## config.mk

```make
export PLATFORM = sky130hd
export DESIGN_NAME = irc_line_tokenizer
export DESIGN_NICKNAME = d
export VERILOG_FILES = /design/src/rtl/irclt_pkg.sv /design/src/rtl/irc_line_tokenizer.sv /design/src/rtl/irclt_parse.sv
export VERILOG_INCLUDE_DIRS = /design/src /design/src/rtl
export SDC_FILE = /design/constraint.sdc
export NUM_CORES = 1
export LEC_CHECK = 0
export BUFFER_PORTS_ARGS = -buffer_cell sky130_fd_sc_hd__buf_4
export CORE_MARGIN = 3
export CORE_UTILIZATION = 35
export CTS_CLUSTER_SIZE = 10
export DETAILED_ROUTE_END_ITERATION = 16
export HOLD_SLACK_MARGIN = 0.06
export PLACE_DENSITY = 0.63
export SYNTH_ARGS = -nofsm -noshare
export SYNTH_HDL_FRONTEND = slang
export SYNTH_HIERARCHICAL = 1
export SYNTH_SLANG_ARGS = --single-unit
```

## constraint.sdc

```tcl
create_clock -name clk -period 3.9 [get_ports clk]
set_input_delay 0.78 -clock clk [delete_from_list [all_inputs] [get_ports clk]]
set_output_delay 0.78 -clock clk [all_outputs]
set_load 0.03 [all_outputs]
```

## src/rtl/irc_line_tokenizer_macros.svh

```systemverilog
// Assertion helpers used by the tokenizer RTL top level.
`ifndef IRC_LINE_TOKENIZER_MACROS_SVH
`define IRC_LINE_TOKENIZER_MACROS_SVH

// Check that a condition implies another in the same cycle.
`define IRC_ASSERT_NOW(lbl, ante, cons, msg) \
  lbl: assert property (@(posedge clk) disable iff (!rst_n) (ante) |-> (cons)) \
    else $error(msg);

// Check that a condition implies another in the next cycle.
`define IRC_ASSERT_NEXT(lbl, ante, cons, msg) \
  lbl: assert property (@(posedge clk) disable iff (!rst_n) (ante) |=> (cons)) \
    else $error(msg);

`endif

```

## src/rtl/irclt_pkg.sv

```systemverilog
package irclt_pkg;

  localparam int unsigned PC_W            = 4;
  localparam logic [PC_W-1:0] MAX_PARAM_INDEX = 4'd15;

  localparam logic [7:0] CH_COLON = 8'h3A;
  localparam logic [7:0] CH_SPACE = 8'h20;
  localparam logic [7:0] CH_CR    = 8'h0D;
  localparam logic [7:0] CH_LF    = 8'h0A;

  localparam logic [1:0] KIND_PREFIX = 2'd0;
  localparam logic [1:0] KIND_CMD    = 2'd1;
  localparam logic [1:0] KIND_MIDDLE = 2'd2;
  localparam logic [1:0] KIND_TRAIL  = 2'd3;

  typedef enum logic [2:0] {
    PH_START,
    PH_PREFIX,
    PH_CMD,
    PH_PSTART,
    PH_MIDDLE,
    PH_TRAIL
  } phase_t;

  typedef struct packed {
    logic [7:0]      token_byte;
    logic            has_byte;
    logic [1:0]      field_kind;
    logic [PC_W-1:0] param_index;
    logic            token_end;
    logic            line_done;
    logic            last_of_step;
  } res_t;

  typedef struct packed {
    logic [1:0] cnt;
    res_t       r0;
    res_t       r1;
  } step_out_t;

  function automatic res_t mk_res(logic [7:0] b, logic has, logic [1:0] kind,
                                  logic tend, logic done, logic [PC_W-1:0] pc);
    res_t r;
    r.token_byte   = b;
    r.has_byte     = has;
    r.field_kind   = kind;
    r.param_index  = (kind == KIND_MIDDLE || kind == KIND_TRAIL) ? pc : '0;
    r.token_end    = tend;
    r.line_done    = done;
    r.last_of_step = 1'b0;
    return r;
  endfunction

  function automatic res_t done_only();
    return mk_res(8'd0, 1'b0, KIND_PREFIX, 1'b0, 1'b1, '0);
  endfunction

endpackage

```

## src/rtl/irc_line_tokenizer.sv

```systemverilog
// Accepted bytes are held in the input stage and parsed once the result queue has room.
// Throughput: one input byte per cycle while the queue holds two results or fewer; a byte
// yielding two results takes two entries; the 4-entry result queue absorbs the burst.
// Rate is set by the single-pass parse step and the one-result-per-cycle output port.
// Reset (rst_n low, synchronous): parser back to line start, holdback and
// parameter count cleared, input stage and result queue emptied.
`include "irc_line_tokenizer_macros.svh"

module irc_line_tokenizer (
  input  logic        clk,
  input  logic        rst_n,
  input  logic        in_tvalid,
  output logic        in_tready,
  input  logic [7:0]  in_tdata,   // [7:0] data_byte
  input  logic        in_tlast,   // line_end
  output logic        out_tvalid,
  input  logic        out_tready,
  output logic [15:0] out_tdata,  // [7:0] token_byte, [11:8] param_index, [15:12] zero
  output logic [4:0]  out_tuser,  // [0] has_byte, [2:1] field_kind, [3] token_end,
                                  // [4] last_of_step
  output logic        out_tlast   // line_done
);

  logic                 stg_v_r;
  logic [7:0]           stg_byte_r;
  logic                 stg_end_r;
  logic                 fire;

  irclt_pkg::step_out_t step;

  irclt_pkg::res_t      fifo_r [4];
  logic [1:0]           head_r, tail_r;
  logic [2:0]           cnt_r;
  logic                 pop;
  irclt_pkg::res_t      head_res;

  assign fire      = stg_v_r && cnt_r <= 3'd2;
  assign in_tready = !stg_v_r || fire;

  always_ff @(posedge clk) begin
    if (!rst_n) begin
      stg_v_r <= 1'b0;
    end else if (in_tready) begin
      stg_v_r <= in_tvalid;
    end
  end

  always_ff @(posedge clk) begin
    if (in_tvalid && in_tready) begin
      stg_byte_r <= in_tdata;
      stg_end_r  <= in_tlast;
    end
  end

  irclt_parse u_parse (
    .clk     (clk),
    .rst_n   (rst_n),
    .fire    (fire),
    .in_byte (stg_byte_r),
    .in_end  (stg_end_r),
    .step_o  (step)
  );

  assign pop      = out_tvalid && out_tready;
  assign head_res = fifo_r[head_r];

  always_ff @(posedge clk) begin
    if (step.cnt != 2'd0) begin
      fifo_r[tail_r] <= step.r0;
    end
    if (step.cnt == 2'd2) begin
      fifo_r[tail_r + 2'd1] <= step.r1;
    end
  end

  always_ff @(posedge clk) begin
    if (!rst_n) begin
      head_r <= 2'd0;
      tail_r <= 2'd0;
      cnt_r  <= 3'd0;
    end else begin
      head_r <= head_r + {1'b0, pop};
      tail_r <= tail_r + step.cnt;
      cnt_r  <= cnt_r + {1'b0, step.cnt} - {2'b00, pop};
    end
  end

  assign out_tvalid = cnt_r != 3'd0;
  assign out_tdata  = {4'd0, head_res.param_index, head_res.token_byte};
  assign out_tuser  = {head_res.last_of_step, head_res.token_end, head_res.field_kind,
                       head_res.has_byte};
  assign out_tlast  = head_res.line_done;

  `IRC_ASSERT_NOW(a_queue_bound, 1'b1, cnt_r <= 3'd4, "result queue overflow")
  `IRC_ASSERT_NOW(a_line_end_done, fire && stg_end_r,
    (step.cnt == 2'd1 && step.r0.line_done) || (step.cnt == 2'd2 && step.r1.line_done),
    "line end did not produce a line_done result")
  `IRC_ASSERT_NOW(a_done_is_last, out_tvalid && out_tlast, out_tuser[4],
    "line_done result not last of its step")
  `IRC_ASSERT_NEXT(a_push_count, fire && !pop && cnt_r == 3'd0,
    cnt_r == {1'b0, $past(step.cnt)}, "queue count mismatch after push")

endmodule

```

## src/rtl/irclt_parse.sv

```systemverilog
module irclt_parse (
  input  logic                 clk,
  input  logic                 rst_n,
  input  logic                 fire,
  input  logic [7:0]           in_byte,
  input  logic                 in_end,
  output irclt_pkg::step_out_t step_o
);

  irclt_pkg::phase_t           ph_r, ph_nxt;
  logic [7:0]                  hb_r, hb_nxt;
  logic                        hv_r, hv_nxt;
  logic [1:0]                  hk_r, hk_nxt;
  logic [irclt_pkg::PC_W-1:0]  pc_r, pc_nxt;
  logic                        th_r, th_nxt;

  logic                        crlf;
  logic                        do_put, do_close, do_bump;
  logic [1:0]                  put_kind, close_kind;
  logic                        s_v;
  irclt_pkg::res_t             s_res, f_res;

  function automatic logic in_token(irclt_pkg::phase_t p);
    return p == irclt_pkg::PH_PREFIX || p == irclt_pkg::PH_CMD ||
           p == irclt_pkg::PH_MIDDLE || p == irclt_pkg::PH_TRAIL;
  endfunction

  function automatic irclt_pkg::res_t fin(irclt_pkg::phase_t p, logic hv, logic [7:0] hb,
                                          logic [1:0] hk, logic [irclt_pkg::PC_W-1:0] pc,
                                          logic th);
    irclt_pkg::res_t r;
    r = irclt_pkg::done_only();
    if (in_token(p) && hv) begin
      r = irclt_pkg::mk_res(hb, 1'b1, hk, 1'b1, 1'b1, pc);
    end else begin
      unique case (p)
        irclt_pkg::PH_PREFIX: begin
          r = irclt_pkg::mk_res(8'd0, 1'b0, irclt_pkg::KIND_PREFIX, 1'b1, 1'b1, pc);
        end
        irclt_pkg::PH_CMD: begin
          r = irclt_pkg::mk_res(8'd0, 1'b0, irclt_pkg::KIND_CMD, 1'b1, 1'b1, pc);
        end
        irclt_pkg::PH_MIDDLE: begin
          if (th || pc != '0) begin
            r = irclt_pkg::mk_res(8'd0, 1'b0, irclt_pkg::KIND_MIDDLE, 1'b1, 1'b1, pc);
          end
        end
        irclt_pkg::PH_TRAIL: begin
          if (th) begin
            r = irclt_pkg::mk_res(8'd0, 1'b0, irclt_pkg::KIND_TRAIL, 1'b1, 1'b1, pc);
          end
        end
        irclt_pkg::PH_PSTART: begin
          if (pc != '0) begin
            r = irclt_pkg::mk_res(8'd0, 1'b0, irclt_pkg::KIND_MIDDLE, 1'b1, 1'b1, pc);
          end
        end
        default: begin
          r = irclt_pkg::done_only();
        end
      endcase
    end
    r.last_of_step = 1'b1;
    return r;
  endfunction

  // next state
  always_comb begin
    ph_nxt     = ph_r;
    hb_nxt     = hb_r;
    hv_nxt     = hv_r;
    hk_nxt     = hk_r;
    pc_nxt     = pc_r;
    th_nxt     = th_r;
    do_put     = 1'b0;
    do_close   = 1'b0;
    do_bump    = 1'b0;
    put_kind   = irclt_pkg::KIND_PREFIX;
    close_kind = irclt_pkg::KIND_PREFIX;
    s_v        = 1'b0;
    s_res      = '0;

    crlf = in_end && in_byte == irclt_pkg::CH_LF && hv_r &&
           hb_r == irclt_pkg::CH_CR && in_token(ph_r);

    if (crlf) begin
      hv_nxt = 1'b0;
    end else begin
      unique case (ph_r)
        irclt_pkg::PH_PREFIX: begin
          if (in_byte == irclt_pkg::CH_SPACE) begin
            do_close   = 1'b1;
            close_kind = irclt_pkg::KIND_PREFIX;
            ph_nxt     = irclt_pkg::PH_CMD;
          end else begin
            do_put   = 1'b1;
            put_kind = irclt_pkg::KIND_PREFIX;
          end
        end
        irclt_pkg::PH_CMD: begin
          if (in_byte == irclt_pkg::CH_SPACE) begin
            do_close   = 1'b1;
            close_kind = irclt_pkg::KIND_CMD;
            ph_nxt     = irclt_pkg::PH_PSTART;
          end else begin
            do_put   = 1'b1;
            put_kind = irclt_pkg::KIND_CMD;
          end
        end
        irclt_pkg::PH_PSTART: begin
          if (in_byte == irclt_pkg::CH_SPACE) begin
            s_v     = 1'b1;
            s_res   = irclt_pkg::mk_res(8'd0, 1'b0, irclt_pkg::KIND_MIDDLE, 1'b1, 1'b0,
                                        pc_r);
            do_bump = 1'b1;
          end else if (in_byte == irclt_pkg::CH_COLON) begin
            ph_nxt = irclt_pkg::PH_TRAIL;
            th_nxt = 1'b0;
          end else begin
            ph_nxt   = irclt_pkg::PH_MIDDLE;
            th_nxt   = 1'b0;
            do_put   = 1'b1;
            put_kind = irclt_pkg::KIND_MIDDLE;
          end
        end
        irclt_pkg::PH_MIDDLE: begin
          if (in_byte == irclt_pkg::CH_SPACE) begin
            do_close   = 1'b1;
            close_kind = irclt_pkg::KIND_MIDDLE;
            do_bump    = 1'b1;
            ph_nxt     = irclt_pkg::PH_PSTART;
          end else begin
            do_put   = 1'b1;
            put_kind = irclt_pkg::KIND_MIDDLE;
          end
        end
        irclt_pkg::PH_TRAIL: begin
          do_put   = 1'b1;
          put_kind = irclt_pkg::KIND_TRAIL;
        end
        default: begin
          hv_nxt = 1'b0;
          th_nxt = 1'b0;
          pc_nxt = '0;
          if (in_byte == irclt_pkg::CH_COLON) begin
            ph_nxt = irclt_pkg::PH_PREFIX;
          end else if (in_byte == irclt_pkg::CH_SPACE) begin
            s_v    = 1'b1;
            s_res  = irclt_pkg::mk_res(8'd0, 1'b0, irclt_pkg::KIND_CMD, 1'b1, 1'b0, '0);
            ph_nxt = irclt_pkg::PH_PSTART;
          end else begin
            ph_nxt   = irclt_pkg::PH_CMD;
            do_put   = 1'b1;
            put_kind = irclt_pkg::KIND_CMD;
          end
        end
      endcase
    end

    // release the held byte, hold the new one
    if (do_put) begin
      if (hv_nxt) begin
        s_v    = 1'b1;
        s_res  = irclt_pkg::mk_res(hb_nxt, 1'b1, hk_nxt, 1'b0, 1'b0, pc_nxt);
        th_nxt = 1'b1;
      end
      hb_nxt = in_byte;
      hv_nxt = 1'b1;
      hk_nxt = put_kind;
    end

    if (do_close) begin
      s_v = 1'b1;
      if (hv_nxt) begin
        s_res = irclt_pkg::mk_res(hb_nxt, 1'b1, hk_nxt, 1'b1, 1'b0, pc_nxt);
      end else begin
        s_res = irclt_pkg::mk_res(8'd0, 1'b0, close_kind, 1'b1, 1'b0, pc_nxt);
      end
      hv_nxt = 1'b0;
      th_nxt = 1'b0;
    end

    if (do_bump && pc_nxt < irclt_pkg::MAX_PARAM_INDEX) begin
      pc_nxt = pc_nxt + {{(irclt_pkg::PC_W-1){1'b0}}, 1'b1};
    end

    s_res.last_of_step = !in_end;
    f_res = fin(ph_nxt, hv_nxt, hb_nxt, hk_nxt, pc_nxt, th_nxt);

    if (in_end) begin
      ph_nxt = irclt_pkg::PH_START;
      hb_nxt = 8'd0;
      hv_nxt = 1'b0;
      hk_nxt = irclt_pkg::KIND_PREFIX;
      pc_nxt = '0;
      th_nxt = 1'b0;
    end
  end

  // outputs
  always_comb begin
    step_o.cnt = fire ? ({1'b0, s_v} + {1'b0, in_end}) : 2'd0;
    step_o.r0  = s_v ? s_res : f_res;
    step_o.r1  = f_res;
  end

  always_ff @(posedge clk) begin
    if (!rst_n) begin
      ph_r <= irclt_pkg::PH_START;
      hb_r <= 8'd0;
      hv_r <= 1'b0;
      hk_r <= irclt_pkg::KIND_PREFIX;
      pc_r <= '0;
      th_r <= 1'b0;
    end else if (fire) begin
      ph_r <= ph_nxt;
      hb_r <= hb_nxt;
      hv_r <= hv_nxt;
      hk_r <= hk_nxt;
      pc_r <= pc_nxt;
      th_r <= th_nxt;
    end
  end

endmodule

```

Word-level counts from Yosys, hierarchy flattened
Memory sizes are Yosys's and may differ from the RTL's. A register that Yosys moved wholly into a read port is not among the register bits.
Cells that the tools add are included.
{ "word_totals": {"register_bits": 36, "latchBits": 0, "mem_bits_rw": 72, "romBits": 0, "in_bits": 13, "output_inout_bits": 24, "elab_cells": 155, "memories": 1} }
{ "classes": {"addsub": 7, "n_mul": 0, "div_mod_pow": 0, "n_lt_le_gt_ge": 2, "n_eq_ne": 21, "shift": 0, "muxes": 82, "bitwise_logic": 0, "reduce_logical": 30} }
{ "mem_list": {"columns": ["name", "words", "width", "read_ports", "rd_ports_with_merged_regs", "write_ports", "line_no", "source"], "rows": [
  ["fifo_r", 4, 18, 1, 1, 2, "irc_line_tokenizer.sv:31", "irclt_pkg::res_t fifo_r [4];"]
]} }
{ "op_table": {"columns": ["operator", "count"], "rows": [
  ["$mux 18", 8],
  ["$pmux 18 s5", 1],
  ["$mux 9", 4],
  ["$pmux 18 s2", 1],
  ["$mux 1", 35],
  ["$mux 4", 8],
  ["$mux 8", 3],
  ["$mux 2", 10],
  ["$mux 3", 6],
  ["$eq 8x4->1 const B", 2],
  ["$eq 8x6->1 const B", 2],
  ["$eq 2x2->1 const B", 7],
  ["$eq 3x2->1 const B", 4],
  ["$eq 3x3->1 const B", 4],
  ["$pmux 3 s4", 1],
  ["$logic_or 1x1->1", 11],
  ["$pmux 2 s5", 1],
  ["$logic_and 1x1->1", 9],
  ["$eq 3x1->1 const B", 2],
  ["$reduce_or 5->1", 1],
  ["$add 4x1->4 const B", 1],
  ["$lt 4x4->1 const B", 1],
  ["$pmux 1 s2", 2],
  ["$pmux 2 s2", 1],
  ["other kinds (15)", 17]
]} }

Depth between registers and ports, before layout
Gate-level depths: netlist of the first run.
{ "depth": {"word_depth": 15, "ltp_mapped": 16, "ltp_nobuf": 14} }

Cells and area by module
The synthesis of the first run kept the hierarchy.
{ "modules_own_cells": {"columns": ["module", "instances", "cells_each", "area_per_inst_um2", "seq_area_each_um2"], "rows": [
  ["irc_line_tokenizer", 1, 239, 4266.6, 2592.5],
  ["irclt_parse", 1, 285, 2082.0, 380.4]
]} }

Worst setup path before layout of the first run
OpenSTA, ideal clock, no wires.
{ "synth_path": {"path_kind": "register to register", "from": "reg stg_byte_r[0]", "to": "mem fifo_r[0][0] (netlist name), enable pin", "setup_time_ps": 421, "arrival_ps": 3676, "t_required_ps": 3479, "slack_ps": -197, "path_stages_with_launch": 11, "path_buffers": 1, "period_less_slack_ps": 4097, "path_cell_list": "edfxtp_1 -> nor4_4 -> buf_6 -> nand4_2 -> o311ai_4 -> nor3_4 -> a21o_1 -> ha_1 -> and2_1 -> nor2_1 -> o31ai_1"} }
{ "synth_lines": {"columns": ["element", "line_no", "source"], "rows": [
  ["start: declaration", "irc_line_tokenizer.sv:25", "logic [7:0] stg_byte_r;"],
  ["start signal: assignment", "irc_line_tokenizer.sv:50", "stg_byte_r <= in_tdata;"],
  ["end: declaration", "irc_line_tokenizer.sv:31", null]
]} }

==> results of run 1 <==
## layout make-up
type                    count  area (µm²)  area share (%)
well taps                 225         282            3.88
inverters                  24        90.1            1.24
repair buffers             58         523            7.20
clock inverters             4        52.6           0.724
flip-flops and latches    108        2970            40.9
clock buffers              12         236            3.26
multi-input cells         364        3110            42.8
## metal layers
metal  vias up  track usage, %  share of wire (%)
met5         -               0                  0
met4         0            5.92                2.3
met3        22            2.04                4.5
met2       136            24.7                 47
met1      2149            21.0                 46
li1       2066               -                  -
## metrics by stage
stage	util, %	hold WS [ns]	std cells
after floorplan	-	0.521	528
after global placement	39.7	0.510	778
after detailed placement	39.7	0.531	778
after CTS	41.3	0.544	794
after global routing	41.4	0.580	795
final	41.4	0.535	795
## state kept, by name, summed over array words and instances (netlist names)
register and count:
fifo_r 72, stg_byte_r 8, u_parse/hb_r 8, u_parse/pc_r 4, cnt_r 3, u_parse/ph_r 3
head_r 2, tail_r 2, u_parse/hk_r 2, stg_end_r 1, stg_v_r 1, u_parse/hv_r 1
u_parse/th_r 1
## worst max-delay path by stage
stage | start | endpoint | cells after the start
after floorplan | stg_byte_r[0]$_DFFE_PP_ | fifo_r[2][0]$_DFFE_PP_ | 13
after global placement | u_parse/ph_r[1]$_SDFFE_PN0P_ | fifo_r[0][5]$_DFFE_PP_ | 14
after detailed placement | stg_byte_r[0]$_DFFE_PP_ | fifo_r[2][10]$_DFFE_PP_ | 10
after CTS | u_parse/ph_r[1]$_SDFFE_PN0P_ | fifo_r[3][6]$_DFFE_PP_ | 14
after global routing | u_parse/ph_r[1]$_SDFFE_PN0P_ | fifo_r[1][6]$_DFFE_PP_ | 14
final | stg_byte_r[0]$_DFFE_PP_ | fifo_r[2][4]$_DFFE_PP_ | 10
## layout by cell type, fill, tap and decap left out, types with 5 or more instances in the layout
master,instances
sky130_fd_sc_hd__o2111ai_1,5
sky130_fd_sc_hd__inv_1,19
sky130_fd_sc_hd__nand2b_1,5
sky130_fd_sc_hd__a22oi_1,8
sky130_fd_sc_hd__a22o_1,7
sky130_fd_sc_hd__dfxtp_1,27
sky130_fd_sc_hd__nand3_1,9
sky130_fd_sc_hd__ha_1,5
sky130_fd_sc_hd__buf_4,51
sky130_fd_sc_hd__nor2_1,26
sky130_fd_sc_hd__edfxtp_1,81
sky130_fd_sc_hd__mux4_2,18
sky130_fd_sc_hd__clkbuf_16,9
sky130_fd_sc_hd__mux2_2,73
sky130_fd_sc_hd__xnor2_1,7
sky130_fd_sc_hd__o21ai_0,9
sky130_fd_sc_hd__nor2b_1,13
sky130_fd_sc_hd__inv_2,5
sky130_fd_sc_hd__nor3_1,6
sky130_fd_sc_hd__a21oi_1,23
sky130_fd_sc_hd__conb_1,6
sky130_fd_sc_hd__nand2_1,26
sky130_fd_sc_hd__o22ai_1,17
sky130_fd_sc_hd__and2_1,25
sky130_fd_sc_hd__buf_12,7
## repair_timing
| item | 4_1_cts | 5_1_grt |
|---|---|---|
| gates resized for setup | 0 | 2 |
| buffers inserted | 0 | 1 |
| setup endpoints to repair | 0 | 12 |
| hold buffers | 0 | 0 |
## tightest hold or removal path: cells and delay by family (launching register included)
family	cells	cell delay (ns)
DFF	1	0.31
and+or+nand+nor	1	0.09
AOI/OAI and AO/OA	1	0.09
## report_power, final
part           switching [W]  total, W  internal (W)
clock               0.000413  0.000914      0.000502
combinational       0.000456  0.000832      0.000376
sequential         0.0000613   0.00136       0.00130
## kinds of logic (layout without fill, tap and decap cells)
| family | after synthesis | count (layout) | synth area share, % |
|---|---|---|---|
| AOI/OAI and AO/OA | 106 | 106 | 12.2 |
| xor gates and xnor gates | 8 | 8 | 1.10 |
| adders and majority gates | 6 | 6 | 1.30 |
| buffers and inverters | 56 | 98 | 4.67 |
| DFF | 108 | 108 | 46.8 |
| muxes | 95 | 95 | 20.0 |
| other | 2 | 6 | 0.118 |
| and+or+nand+nor | 143 | 143 | 13.7 |
==> impl_table.tex, run 1 <==
\begin{tabular}{lr}
\hline
Metric & Value \\
\hline
\multicolumn{2}{l}{\textbf{Run status}} \\
Outcome & finished, final reports clean \\
\multicolumn{2}{l}{\textbf{Setup path}} \\
Slowest stage cell, crit path & sky130\_fd\_sc\_hd\_\_or4\_4 \\
Cell type group with the largest total delay on the critical path & simple AND/OR/NAND/NOR gates \\
R2R Path End & fifo\_r[2][4]\$\_DFFE\_PP\_ \\
Data arrival time of the critical path & 3.71 ns \\
CP required & 4.00 ns \\
Crit path capture type & flip-flop \\
Crit-path max FO & 18 \\
Worst reg-to-reg path cell count & 10 \\
Critical path class & flip-flop to flip-flop \\
Register-to-Register Setup Slack & 0.29 ns \\
Critical Path Start Type & flip-flop \\
Startpoint of the most critical register-to-register path & stg\_byte\_r[0]\$\_DFFE\_PP\_ \\
Largest stage delay on the critical path & 0.61 ns \\
Buf/Inv on CP & 1 \\
Cell Chain, Critical Path & or4\_4 -> nor4\_4 -> nor3\_4 -> a21o\_1 -> ha\_1 -> and2\_1 -> nand2b\_2 -> nor3b\_2 -> buf\_12 -> mux2\_2 \\
\multicolumn{2}{l}{\textbf{Layout}} \\
Final standard cell area without fillers & 7260 µm² \\
Filler cells & 1661 \\
Antenna cell count & 0 \\
Share of cells above drive strength 1 & 34.7\% \\
Synthesis-to-finish area growth & 14.4\% \\
Total number of nets in the final design & 584 \\
\multicolumn{2}{l}{\textbf{Placement}} \\
Routability cong. & 0.883 \\
Cell Area, Placed & 6960 µm² \\
DP Wirelength & 10200 µm \\
Pre-CTS WS & 0.286 ns \\
Port Buffer Count & 32 \\
\multicolumn{2}{l}{\textbf{STA}} \\
Endpoints failing setup & 0 \\
Relative slew slack & 36.8\% \\
Clk\_skew & 0.00680 ns \\
Slew Viols, Final & 0 \\
Hold Fails Final Rpt & 0 \\
Post-route fraction of the period consumed by the critical path & 92.6\% \\
Worst Slack Setup Final & 0.290 ns \\
Measured slew at the worst slew-check pin & 0.947 ns \\
Unrepaired setup endpoints after global routing & false \\
Maximum clock frequency & 277 MHz \\
Fin crit period & 3.61 ns \\
Setup TNS & 0 ns \\
\multicolumn{2}{l}{\textbf{GRT}} \\
Maximum number of pins on one net before global-route repair & 28 \\
Global-route wire length before repair & 24000 µm \\
Number of antenna violations at the first check in global routing & 0 \\
Remaining global-route overflow & 0 \\
Total global-route track usage & 15.3\% \\
Via count of the first global-routing pass & 4370 \\
\multicolumn{2}{l}{\textbf{Floorplanning}} \\
Die Y & 141 µm \\
Effective utilization at floorplan & 36.2\% \\
DIE AREA & 19800 µm² \\
Core region area & 17500 µm² \\
Number of standard-cell rows in the floorplan & 48 \\
Overall die width & 141 µm \\
Top-level port count & 37 \\
\multicolumn{2}{l}{\textbf{Worst hold path}} \\
Sink of the worst hold path & stg\_v\_r\$\_SDFFE\_PN0P\_ \\
Number of stages on the worst hold path & 2 \\
Type of the worst min-delay path & flip-flop to flip-flop \\
HP Start & stg\_v\_r\$\_SDFFE\_PN0P\_ \\
\multicolumn{2}{l}{\textbf{Drt}} \\
Via count & 4373 \\
Total Wirelength & 14800 µm \\
Number of nets with antenna violations after routing & 0 \\
Average wire per cell in the routed design & 18.6 µm \\
Detail-routed via count per cell & 5.50 \\
Post-route DRC & 0 \\
First-iteration detailed-routing DRC count & 316 \\
1st-pass router iterations & 5 \\
\multicolumn{2}{l}{\textbf{Synth}} \\
Area of the mapped netlist & 6350 µm² \\
Share of the synthesized area in the top cell type & 38.3\% \\
Top cells by instance count after synthesis & sky130\_fd\_sc\_hd\_\_edfxtp\_1, sky130\_fd\_sc\_hd\_\_mux2\_2, sky130\_fd\_sc\_hd\_\_dfxtp\_1 \\
Async set-reset flop share out of synthesis & 0\% \\
Post-synthesis sequential element count & 108 \\
Count of yosys warnings during synthesis & 6 \\
Cell type contributing the most total cell area after synthesis & sky130\_fd\_sc\_hd\_\_edfxtp\_1 \\
EDFF count, synth & 81 \\
Most instantiated flip-flop cell in the synthesis netlist & sky130\_fd\_sc\_hd\_\_edfxtp\_1 \\
Post-synthesis average cell area & 12.1 µm² \\
Number of standard cells after synthesis & 524 \\
Top area cells in the synthesized netlist & sky130\_fd\_sc\_hd\_\_edfxtp\_1, sky130\_fd\_sc\_hd\_\_mux2\_2, sky130\_fd\_sc\_hd\_\_dfxtp\_1 \\
Most common cell in the netlist & sky130\_fd\_sc\_hd\_\_edfxtp\_1 \\
Sequential share of the synthesized area & 46.8\% \\
Synth cell types & 76 \\
\multicolumn{2}{l}{\textbf{CTS}} \\
CTS max path bufs & 2 \\
Clock transition at the registers of the reported paths & 0.06 ns \\
TritonCTS Buffers & 9 \\
Clk sink count & 108 \\
Clock tree from TritonCTS & built \\
Level count of the clock H-tree & 3 \\
Buffer type at the clock tree root & sky130\_fd\_sc\_hd\_\_clkbuf\_16 \\
Skew-Pair Late Insertion Delay & 0.35 ns \\
\multicolumn{2}{l}{\textbf{Power and ir drop}} \\
Post-layout power & 0.00311 W \\
IR drop worst, VDD & 0.192 mV \\
Power Density & 428 nW/µm² \\
Lkg Pwr & 2.45 nW \\
\multicolumn{2}{l}{\textbf{Job}} \\
Max capacitance violation total & 0 \\
\hline
\end{tabular}
(Power assumes the default switching activity.)
==> run 2, diff against run 1 <==
--- a/config.mk
+++ b/config.mk
@@ -12,7 +12,8 @@
 export CTS_CLUSTER_SIZE = 10
 export DETAILED_ROUTE_END_ITERATION = 16
 export HOLD_SLACK_MARGIN = 0.06
-export PLACE_DENSITY = 0.63
+export PLACE_DENSITY = 0.57
+export REMOVE_ABC_BUFFERS = 1
 export SYNTH_ARGS = -nofsm -noshare
 export SYNTH_HDL_FRONTEND = slang
 export SYNTH_HIERARCHICAL = 1
==> run 2 against run 1 <==
Compared with the run above:
- worst hold slack improved by 0.0035 ns
- register-to-register slack better by 0.07 ns
- non-clock buffer count fell by 1
- sequential share of layout area barely moved
- cell count fell by 0.13%
- clock skew is 0.0030 ns higher
- total power increased by 0.33%
- maximum frequency increased by 2.0%
- via count is 0.27% lower
- combinational power is 1% higher
- die area is the same
- critical endpoint is now fifo_r[0][5]$_DFFE_PP_
- largest cell class unchanged
- largest power group unchanged
==> impl_table.tex, run 2 (same netlist as run 1, synthesis figures left out) <==
\begin{tabular}{lr}
\hline
Metric & Value \\
\hline
\multicolumn{2}{l}{\textbf{Run status}} \\
Outcome & finished, final reports clean \\
\multicolumn{2}{l}{\textbf{Layout}} \\
Total number of nets in the final design & 583 \\
Top library cells by usage in the layout, fill and taps aside & sky130\_fd\_sc\_hd\_\_edfxtp\_1, sky130\_fd\_sc\_hd\_\_mux2\_2, sky130\_fd\_sc\_hd\_\_buf\_4 \\
Share of cells above drive strength 1 & 35.3\% \\
Core Util, Final & 41.5\% \\
Filler cells & 1665 \\
Multi-input combinational cell area & 3100 µm² \\
Most flop-heavy register & fifo\_r \\
Number of flip-flops under the largest register name & 72 \\
Final standard cell area without fillers & 7270 µm² \\
Most common cell after layout, fill and taps aside & sky130\_fd\_sc\_hd\_\_edfxtp\_1 \\
Registers with the most flip-flops & fifo\_r x72, stg\_byte\_r x8, u\_parse/hb\_r x8 \\
Antenna cell count & 0 \\
Synthesis-to-finish area growth & 14.5\% \\
FF+latch area & 2970 µm² \\
\multicolumn{2}{l}{\textbf{Placement}} \\
Routability cong. & 0.890 \\
Port Buffer Count & 32 \\
Pre-CTS WS & 0.301 ns \\
Cell Area, Placed & 6970 µm² \\
DP Wirelength & 10500 µm \\
\multicolumn{2}{l}{\textbf{Worst hold path}} \\
Number of stages on the worst hold path & 2 \\
HP Start & stg\_v\_r\$\_SDFFE\_PN0P\_ \\
Type of the worst min-delay path & flip-flop to flip-flop \\
Sink of the worst hold path & stg\_v\_r\$\_SDFFE\_PN0P\_ \\
\multicolumn{2}{l}{\textbf{Setup path}} \\
Worst reg-to-reg path cell count & 14 \\
Register-to-Register Setup Slack & 0.36 ns \\
Critical Path Start Type & flip-flop \\
CP required & 4.01 ns \\
Startpoint of the most critical register-to-register path & u\_parse/ph\_r[2]\$\_SDFFE\_PN0P\_ \\
Crit-path max FO & 11 \\
R2R Path End & fifo\_r[0][5]\$\_DFFE\_PP\_ \\
Data arrival time of the critical path & 3.65 ns \\
Critical path class & flip-flop to flip-flop \\
Crit path capture type & flip-flop \\
\multicolumn{2}{l}{\textbf{Drt}} \\
Detail-routed via count per cell & 5.49 \\
Via count & 4361 \\
1st-pass router iterations & 5 \\
Number of nets with antenna violations after routing & 0 \\
Post-route DRC & 0 \\
Total Wirelength & 15400 µm \\
First-iteration detailed-routing DRC count & 304 \\
Average wire per cell in the routed design & 19.3 µm \\
\multicolumn{2}{l}{\textbf{CTS}} \\
Clk sink count & 108 \\
Skew-Pair Late Insertion Delay & 0.37 ns \\
Clock tree from TritonCTS & built \\
CTS max path bufs & 2 \\
Buffer type at the clock tree root & sky130\_fd\_sc\_hd\_\_clkbuf\_16 \\
TritonCTS Buffers & 9 \\
Clock transition at the registers of the reported paths & 0.08 ns \\
Number of setup buffers added after CTS & 0 \\
Level count of the clock H-tree & 3 \\
\multicolumn{2}{l}{\textbf{Floorplanning}} \\
Core region area & 17500 µm² \\
Overall die width & 141 µm \\
Number of standard-cell rows in the floorplan & 48 \\
DIE AREA & 19800 µm² \\
Effective utilization at floorplan & 36.2\% \\
Top-level port count & 37 \\
Die Y & 141 µm \\
\multicolumn{2}{l}{\textbf{STA}} \\
Post-route fraction of the period consumed by the critical path & 90.8\% \\
Unrepaired setup endpoints after global routing & false \\
Maximum clock frequency & 283 MHz \\
Clk\_skew & 0.00983 ns \\
Fin crit period & 3.54 ns \\
Slew Viols, Final & 0 \\
Relative slew slack & 29.5\% \\
Measured slew at the worst slew-check pin & 1.06 ns \\
Worst Slack Setup Final & 0.360 ns \\
Post-Route Hold Slack & 0.538 ns \\
Endpoints failing setup & 0 \\
Hold Fails Final Rpt & 0 \\
\multicolumn{2}{l}{\textbf{GRT}} \\
Maximum number of pins on one net before global-route repair & 28 \\
Via count of the first global-routing pass & 4350 \\
Global routing met2 resource utilization & 24.7\% \\
Global-route wire length before repair & 24500 µm \\
Number of antenna violations at the first check in global routing & 0 \\
Grt met3 use & 2.92\% \\
Total global-route track usage & 15.9\% \\
Remaining global-route overflow & 0 \\
Met1 track demand over resource in global routing & 22.6\% \\
Most Used Layer, Global Route & met2 \\
\multicolumn{2}{l}{\textbf{Power and ir drop}} \\
IR drop worst, VDD & 0.209 mV \\
Lkg Pwr & 2.45 nW \\
Power Density & 429 nW/µm² \\
\multicolumn{2}{l}{\textbf{Job}} \\
Max capacitance violation total & 0 \\
\hline
\end{tabular}
## run 2: repair_timing
item / in CTS / in global routing
setup endpoints to repair: 0 / 12
gates resized for setup: 0 / 3
hold buffers: 0 / 0
## run 2: area by class of cell
type / instances / area share, %
inverter: 24 / 1.24
multi-input combinational: 364 / 42.7
tap: 225 / 3.87
timing repair buffer: 57 / 7.26
sequential: 108 / 40.9
clock buffer: 9 / 3.10
clock inverter: 7 / 0.946
## run 2: worst max path at each step
| stage | start | endpoint | slack, ns | cells past startpoint |
|---|---|---|---|---|
| 6_report | u_parse/ph_r[2]$_SDFFE_PN0P_ | fifo_r[0][5]$_DFFE_PP_ | 0.36 | 14 |
| 5_1_grt | u_parse/ph_r[2]$_SDFFE_PN0P_ | fifo_r[0][5]$_DFFE_PP_ | 0.04 | 14 |
| 4_1_cts | u_parse/ph_r[2]$_SDFFE_PN0P_ | fifo_r[0][5]$_DFFE_PP_ | 0.28 | 14 |
| 3_5_place_dp | u_parse/ph_r[2]$_SDFFE_PN0P_ | fifo_r[0][5]$_DFFE_PP_ | 0.30 | 14 |
| 3_3_place_gp | u_parse/ph_r[2]$_SDFFE_PN0P_ | fifo_r[0][5]$_DFFE_PP_ | 0.44 | 14 |
| 2_1_floorplan | stg_byte_r[0]$_DFFE_PP_ | fifo_r[2][0]$_DFFE_PP_ | -0.47 | 10 |
## run 2: per-layer routing
metal,routed length (µm),share of wire (%)
met5,0,0
met4,213,1.4
met3,636,4.1
met2,7210,47
met1,7300,48
## run 2: per-stage QoR
stage / std cells / TNS, ns / total power [W]
final: 794 / 0 / 0.00312
after global routing: 794 / 0 / 0.00327
after detailed placement: 778 / 0 / 0.00224
after floorplan: 496 / -15.66 / 0.00196
after CTS: 794 / 0 / 0.00316
after global placement: 778 / 0 / 0.00223
## run 2: worst max-delay path, stage by stage, from the launching register on
cell and delay [ns]:
sky130_fd_sc_hd__dfxtp_2 0.37, sky130_fd_sc_hd__or3_4 0.35, sky130_fd_sc_hd__and2_2 0.29, sky130_fd_sc_hd__nand2_2 0.14, sky130_fd_sc_hd__inv_1 0.06, sky130_fd_sc_hd__ha_1 0.22, sky130_fd_sc_hd__nand3_1 0.11, sky130_fd_sc_hd__o2111ai_1 0.15
sky130_fd_sc_hd__mux2i_2 0.23, sky130_fd_sc_hd__o2111ai_1 0.18, sky130_fd_sc_hd__nor4_1 0.34, sky130_fd_sc_hd__o2111ai_1 0.18, sky130_fd_sc_hd__nand3_1 0.20, sky130_fd_sc_hd__o22ai_1 0.15, sky130_fd_sc_hd__mux2_2 0.31
## run 2: power breakdown
| group | switching (W) | internal (W) | leakage, nW |
|---|---|---|---|
| combinational | 0.000463 | 0.000381 | 1.34 |
| clock | 0.000463 | 0.000449 | 0.137 |
| sequential | 0.0000627 | 0.00130 | 0.970 |
